==> src/sv/tfarf_pkg.sv <==
`timescale 1ns / 1ps
// ----------------------------------------------------------------------------
// Two-format ALU register file package
// Shared types and constants for the instruction decode and the ALU.
// ----------------------------------------------------------------------------
package tfarf_pkg;

   localparam int unsigned DATA_W = 16;
   localparam int unsigned INSTR_W = 16;
   localparam int unsigned REG_CNT = 8;
   localparam int unsigned IDX_W = 3;
   localparam int unsigned IMM_W = 8;
   localparam int unsigned SHAMT_W = 4;

   typedef logic [DATA_W-1:0] data_type;
   typedef logic [IDX_W-1:0] idx_type;

   typedef enum logic [2:0] {
      OP_ADD = 3'd0,
      OP_SUB = 3'd1,
      OP_AND = 3'd2,
      OP_OR  = 3'd3,
      OP_XOR = 3'd4,
      OP_SHL = 3'd5,
      OP_SHR = 3'd6,
      OP_CMP = 3'd7
   } op_type;

   typedef enum logic [1:0] {
      FMT_REG  = 2'd0,
      FMT_IMM  = 2'd1,
      FMT_NOP2 = 2'd2,
      FMT_NOP3 = 2'd3
   } fmt_type;

   localparam data_type CMP_EQUAL = 16'h0000;
   localparam data_type CMP_GREATER = 16'h0001;
   localparam data_type CMP_LESS = 16'h0002;

endpackage

==> src/sv/tfarf_if.sv <==
`timescale 1ns / 1ps
// ----------------------------------------------------------------------------
// Two-format ALU register file channels
// Valid/ready channels for the instruction word and the result word.
// ----------------------------------------------------------------------------
interface tfarf_req_if;
   logic valid;
   logic ready;
   logic [15:0] instruction;

   modport source (output valid, output instruction, input ready);
   modport sink (input valid, input instruction, output ready);
endinterface

interface tfarf_rsp_if;
   logic valid;
   logic ready;
   logic [15:0] dest_value;

   modport source (output valid, output dest_value, input ready);
   modport sink (input valid, input dest_value, output ready);
endinterface

==> src/sv/tfarf_alu.sv <==
`timescale 1ns / 1ps
// ----------------------------------------------------------------------------
// Two-format ALU
// Eight operations on 16-bit operands, all wrapping to 16 bits.
// ----------------------------------------------------------------------------
module tfarf_alu
   import tfarf_pkg::*;
(
   input  data_type a,
   input  data_type b,
   input  op_type   op,
   output data_type y
);

   always_comb begin
      case (op)
         OP_ADD: y = a + b;
         OP_SUB: y = a - b;
         OP_AND: y = a & b;
         OP_OR: y = a | b;
         OP_XOR: y = a ^ b;
         OP_SHL: y = a << b[SHAMT_W-1:0];
         OP_SHR: y = a >> b[SHAMT_W-1:0];
         OP_CMP: begin
            if (a == b) begin
               y = CMP_EQUAL;
            end else if (a > b) begin
               y = CMP_GREATER;
            end else begin
               y = CMP_LESS;
            end
         end
         default: y = a;
      endcase
   end

endmodule

==> src/sv/two_format_alu_register_file.sv <==
`timescale 1ns / 1ps
// Result: each instruction is registered for execute, then its result word for output.
// Throughput: one instruction per cycle when not stalled. The register file memory is
// read in the accept cycle and written in the execute cycle, with the last write forwarded.
// Reset: synchronous and active high; it clears the pipeline and marks all eight
// registers invalid, and an invalid register reads as zero.
// ----------------------------------------------------------------------------
// Two-format ALU register file
// Eight-entry register file with a read, execute and write-back pipeline.
// ----------------------------------------------------------------------------
module two_format_alu_register_file
   import tfarf_pkg::*;
(
   input logic clock,
   input logic reset,
   tfarf_req_if.sink req_ch,
   tfarf_rsp_if.source rsp_ch
);

   data_type rf_mem [REG_CNT];
   logic [REG_CNT-1:0] rf_vld_ff, rf_vld_in;

   data_type a_mem_ff, b_mem_ff;
   logic a_vld_ff, b_vld_ff;

   logic s1_valid_ff, s1_valid_in;
   logic [INSTR_W-1:0] s1_instr_ff;

   logic wb_valid_ff, wb_valid_in;
   idx_type wb_addr_ff;
   data_type wb_data_ff;

   logic rsp_valid_ff, rsp_valid_in;
   data_type rsp_data_ff;

   logic accept, advance, wr_en;
   idx_type req_rd, req_rs, s1_rd, s1_rs;
   fmt_type s1_fmt;
   op_type s1_op;
   data_type op_a, op_b, rs_val, alu_y, result;

   assign req_rd = req_ch.instruction[15:13];
   assign req_rs = req_ch.instruction[12:10];

   assign s1_rd = s1_instr_ff[15:13];
   assign s1_rs = s1_instr_ff[12:10];
   assign s1_fmt = fmt_type'(s1_instr_ff[1:0]);
   assign s1_op = op_type'(s1_instr_ff[4:2]);

   assign advance = s1_valid_ff && (!rsp_valid_ff || rsp_ch.ready);
   assign req_ch.ready = !s1_valid_ff || advance;
   assign accept = req_ch.valid && req_ch.ready;

   always_comb begin
      if (wb_valid_ff && (wb_addr_ff == s1_rd)) begin
         op_a = wb_data_ff;
      end else begin
         op_a = a_vld_ff ? a_mem_ff : '0;
      end
      if (wb_valid_ff && (wb_addr_ff == s1_rs)) begin
         rs_val = wb_data_ff;
      end else begin
         rs_val = b_vld_ff ? b_mem_ff : '0;
      end
      if (s1_fmt == FMT_REG) begin
         op_b = rs_val;
      end else begin
         op_b = {{(DATA_W-IMM_W){1'b0}}, s1_instr_ff[12:5]};
      end
   end

   tfarf_alu u_alu (
      .a(op_a),
      .b(op_b),
      .op(s1_op),
      .y(alu_y)
   );

   assign wr_en = advance && ((s1_fmt == FMT_REG) || (s1_fmt == FMT_IMM));
   assign result = ((s1_fmt == FMT_REG) || (s1_fmt == FMT_IMM)) ? alu_y : op_a;

   always_ff @(posedge clock) begin
      if (accept) begin
         a_mem_ff <= rf_mem[req_rd];
         b_mem_ff <= rf_mem[req_rs];
      end
      if (wr_en) begin
         rf_mem[s1_rd] <= alu_y;
      end
   end

   always_comb begin
      rf_vld_in = rf_vld_ff;
      if (wr_en) begin
         rf_vld_in[s1_rd] = 1'b1;
      end
      s1_valid_in = accept || (s1_valid_ff && !advance);
      wb_valid_in = advance ? wr_en : wb_valid_ff;
      rsp_valid_in = advance || (rsp_valid_ff && !rsp_ch.ready);
   end

   always_ff @(posedge clock) begin
      if (reset) begin
         rf_vld_ff <= '0;
         s1_valid_ff <= 1'b0;
         wb_valid_ff <= 1'b0;
         rsp_valid_ff <= 1'b0;
         a_vld_ff <= 1'b0;
         b_vld_ff <= 1'b0;
      end else begin
         rf_vld_ff <= rf_vld_in;
         s1_valid_ff <= s1_valid_in;
         wb_valid_ff <= wb_valid_in;
         rsp_valid_ff <= rsp_valid_in;
         if (accept) begin
            a_vld_ff <= rf_vld_ff[req_rd];
            b_vld_ff <= rf_vld_ff[req_rs];
         end
      end
   end

   always_ff @(posedge clock) begin
      if (accept) begin
         s1_instr_ff <= req_ch.instruction;
      end
      if (advance) begin
         wb_addr_ff <= s1_rd;
         wb_data_ff <= alu_y;
         rsp_data_ff <= result;
      end
   end

   assign rsp_ch.valid = rsp_valid_ff;
   assign rsp_ch.dest_value = rsp_data_ff;

endmodule
==> src/flat_wrapper.sv <==
// flat-port wrapper written by rule: the top's interface ports become plain ports
module two_format_alu_register_file_flat import tfarf_pkg::*;
  (clock, reset, req_ch_valid, req_ch_instruction, req_ch_ready, rsp_ch_valid, rsp_ch_dest_value, rsp_ch_ready);
  tfarf_req_if req_ch_i ();
  tfarf_rsp_if rsp_ch_i ();
  input logic clock;
  input logic reset;
  input wire logic [$bits(req_ch_i.valid)-1:0] req_ch_valid;
  input wire logic [$bits(req_ch_i.instruction)-1:0] req_ch_instruction;
  output wire logic [$bits(req_ch_i.ready)-1:0] req_ch_ready;
  output wire logic [$bits(rsp_ch_i.valid)-1:0] rsp_ch_valid;
  output wire logic [$bits(rsp_ch_i.dest_value)-1:0] rsp_ch_dest_value;
  input wire logic [$bits(rsp_ch_i.ready)-1:0] rsp_ch_ready;
  assign req_ch_i.valid = req_ch_valid;
  assign req_ch_i.instruction = req_ch_instruction;
  assign req_ch_ready = req_ch_i.ready;
  assign rsp_ch_valid = rsp_ch_i.valid;
  assign rsp_ch_dest_value = rsp_ch_i.dest_value;
  assign rsp_ch_i.ready = rsp_ch_ready;
  two_format_alu_register_file u_core (.clock(clock), .reset(reset), .req_ch(req_ch_i), .rsp_ch(rsp_ch_i));
endmodule
==> config.mk <==
export PLATFORM = sky130hd
export DESIGN_NAME = two_format_alu_register_file_flat
export DESIGN_NICKNAME = d
export VERILOG_FILES = /design/src/sv/tfarf_pkg.sv /design/src/sv/tfarf_if.sv /design/src/sv/tfarf_alu.sv /design/src/sv/two_format_alu_register_file.sv /design/src/flat_wrapper.sv
export SDC_FILE = /design/constraint.sdc
export NUM_CORES = 1
export LEC_CHECK = 0
export BUFFER_PORTS_ARGS = -buffer_cell sky130_fd_sc_hd__buf_2
export CORE_MARGIN = 5
export CORE_UTILIZATION = 35
export CTS_CLUSTER_SIZE = 10
export DETAILED_ROUTE_END_ITERATION = 10
export PLACE_DENSITY_LB_ADDON = 0.05
export SYNTH_ARGS = -nofsm -noshare
export SYNTH_HDL_FRONTEND = slang
export SYNTH_SLANG_ARGS = --single-unit
==> constraint.sdc <==
create_clock -name clock -period 12 [get_ports clock]
set_clock_uncertainty 0.2 [all_clocks]
set_input_delay 0.6 -clock clock [delete_from_list [all_inputs] [get_ports clock]]
set_output_delay 0.6 -clock clock [all_outputs]
set_load 0.01 [all_outputs]
==> metrics.cfg <==
[global_routing]
grt_max_degree=49
grt_pass1_wl_um=71700
overflow=0
grt_antenna_before_repair=0
grt_pass1_vias=10500
grt_usage_pct=21.9

[routing]
via_per_inst=5.87
routed-wl-met3_um=2420
first_pass_iters=5
wl_met1_um=21400
remaining_drc_errors=0
drtIter0Drc=853
via_count=10300
routed.top_layer=met4
routedWlPerCell_um=27.6
drt_wl_total_um=48300
wl_met2_um=23200
ant_nets=0

[worst_setup_path]
arrival_ps=6220
crit_type=reg2reg
end_kind=flop
cp-start-kind=flop
critPathMaxFanout=25
crit_required_ps=11960

[yosys]
yosys_warnings=0
synth_top_area_cell=edfxtp_1
synth.net_count=1262
synthTopCellsByArea=edfxtp_1 46%, mux4_2 11%, ha_1 4.5%
ys_top_cells_by_count=211 x edfxtp_1, 91 x nand2_1, 89 x nor2_1
synth_area_sq_um=13700
netlist_instances=1191
dominantRegCellSynth=edfxtp_1
async_flop_share_pct=0
ys_seq_elements=224
yosysUniqueCellTypes=68
synth_area_per_cell_sq_um=11.5
synth_edf_count=211
synth.most_common_cell=edfxtp_1
yosysSeqAreaShare_pct=48.0
netlist.area_leader.share_pct=46.1

[timing]
finalCriticalPeriod_ps=6250
period_share_pct=52.1
relSlewSlack_pct=14.0
whs_ps=35.8
fmax_mhz=160
rsz0062_at_grt=false
worst_pin_slew_ps=1280
tns_ps=0
fin_ws_ps=5750
hold_viol=0
setup_violations=0
drv_slew=0

[finish]
syn_to_final_growth_pct=11.6
num-nets-final=1287
drive_gt1_share_pct=18.9
n_antenna_cell=0

[power_and_ir_drop]
finalPower_mw=1.86
ir_drop_uv=102
powerDensity_nw_per_um2=122
cellLeakagePower_nw=5.60

[min_path]
hold_path_class=in2reg

[clock_tree]
path_clk_slew_ps=60
clock_sinks=224
cts_resized=0
cts_buffers=27
clkLatencyLatePin_ps=540
clk_path_buf_depth=3
cts_root_buffer=clkbuf_16
postCtsSetupBuffers=0
cts_tree=built
htreeDepth=1
cts_hold_buf=0

[floorplan]
core_area_sq_um=38700
die_h_um=208
die_x_um=208
initial_core_util_pct=35.4
fp.dieArea_sq_um=43300
placementRows=72
io_pins=38

[job]
cap_viol_max_count=0

[placed_design]
port_buffers=37
place_hpwl_um=33900
gp_congestion=0.975
dp_slack_ps=5930

[run_status]
status=finished clean

## sequential cells by signal, summed over array words and instances (netlist names)
name	count
u_core.rsp_ch.dest_value	16
u_core.wb_data_ff	16
u_core.b_vld_ff	1
u_core.rf_vld_ff	8
u_core.b_mem_ff	16
u_core.wb_addr_ff	3
u_core.s1_valid_ff	1
u_core.a_vld_ff	1
u_core.rsp_ch.valid	1
u_core.rf_mem	128
u_core.s1_instr_ff	16
u_core.wb_valid_ff	1
u_core.a_mem_ff	16
## cell usage in the layout, fill, tap and decap left out, types with 6 or more instances in the layout
cell       count
o21a_1         6
dfxtp_1       13
nand2_1       91
nand4_1        9
buf_2         37
o31ai_1       11
ha_1          49
a211oi_1      12
buf_4         40
nand3_1       63
mux2_2        36
mux2i_1       42
o211ai_1       7
clkbuf_16     27
nor2_4         6
a32oi_1        6
a21oi_1       73
and3_1         8
nor2_1        83
nor2b_1        8
inv_1         50
a31oi_1       14
xnor2_1       18
and2_1        15
nand2b_1      12
or3_1         15
nor3_1        16
clkbuf_1      13
o21ai_0       54
edfxtp_1     211
o22ai_1       21
mux4_2        68
## worst max-delay path: stages (launching register included)
cell and delay [ps]:
edfxtp_1 420, xnor2_1 310, and4_1 670, o211a_1 250, buf_4 340, clkinv_1 810
ha_1 620, a211oi_1 360, o31ai_1 180, nand3_1 110, o31ai_1 80, xnor2_1 200
nor3_1 60, a2111oi_0 840, nand2_1 400
## stage by stage
| stage | cell area, sq um | instances | utilization (%) |
|---|---|---|---|
| global placement | 14600 | 1705 | 37.7 |
| detailed placement | 14600 | 1705 | 37.7 |
| finish | 15300 | 1748 | 39.6 |
| floorplan | 13700 | 1191 | - |
| global route | 15300 | 1748 | 39.6 |
| CTS | 15300 | 1748 | 39.6 |
## kinds of logic after synthesis
family          Yosys count  synth area share [%]
xor+xnor                 21                  1.34
buf+inv                 135                  3.93
compound gates          269                  12.7
flops                   224                  48.0
simple gates            343                  11.8
mux                     148                  17.4
fa+ha+maj                51                  4.76
## area by class of cell
type | instances | area [sq um]
Clock buffer | 40 | 724
Clock inverter | 3 | 17.5
Fill cell | 3778 | 23400
Inverter | 54 | 205
Multi-Input combinational cell | 832 | 6650
Sequential cell | 224 | 6600
Tap cell | 518 | 648
Timing Repair Buffer | 77 | 485
## metal layers
layer  up-vias  GRT usage [%]
li1       4636              -
met1      5199           30.3
met2       357           36.8
met3        63           2.76
met4         0           5.46
met5         -              0
## report_power, final
group	internal, mW	switching, mW	leakage, nW	total, mW
Combinational	0.0838	0.170	3.14	0.254
Clock	0.411	0.296	0.356	0.707
Sequential	0.892	0.0119	2.10	0.904
Total	1.39	0.478	5.60	1.86
## final timing paths
| path | start | end | slack [ps] | cells past startpoint |
|---|---|---|---|---|
| max | u_core.wb_addr_ff[0]$_DFFE_PP_ | u_core.rf_mem[0][7]$_DFFE_PP_ | 5750 | 14 |
| min | req_ch_instruction[6] | u_core.s1_instr_ff[6]$_DFFE_PP_ | 40 | 1 |
| max reg2reg | u_core.wb_addr_ff[0]$_DFFE_PP_ | u_core.rf_mem[0][7]$_DFFE_PP_ | 5750 | 14 |
| min reg2reg | u_core.rf_vld_ff[0]$_SDFFE_PP0P_ | u_core.rf_vld_ff[0]$_SDFFE_PP0P_ | 300 | 2 |
(Power assumes the default switching activity.)
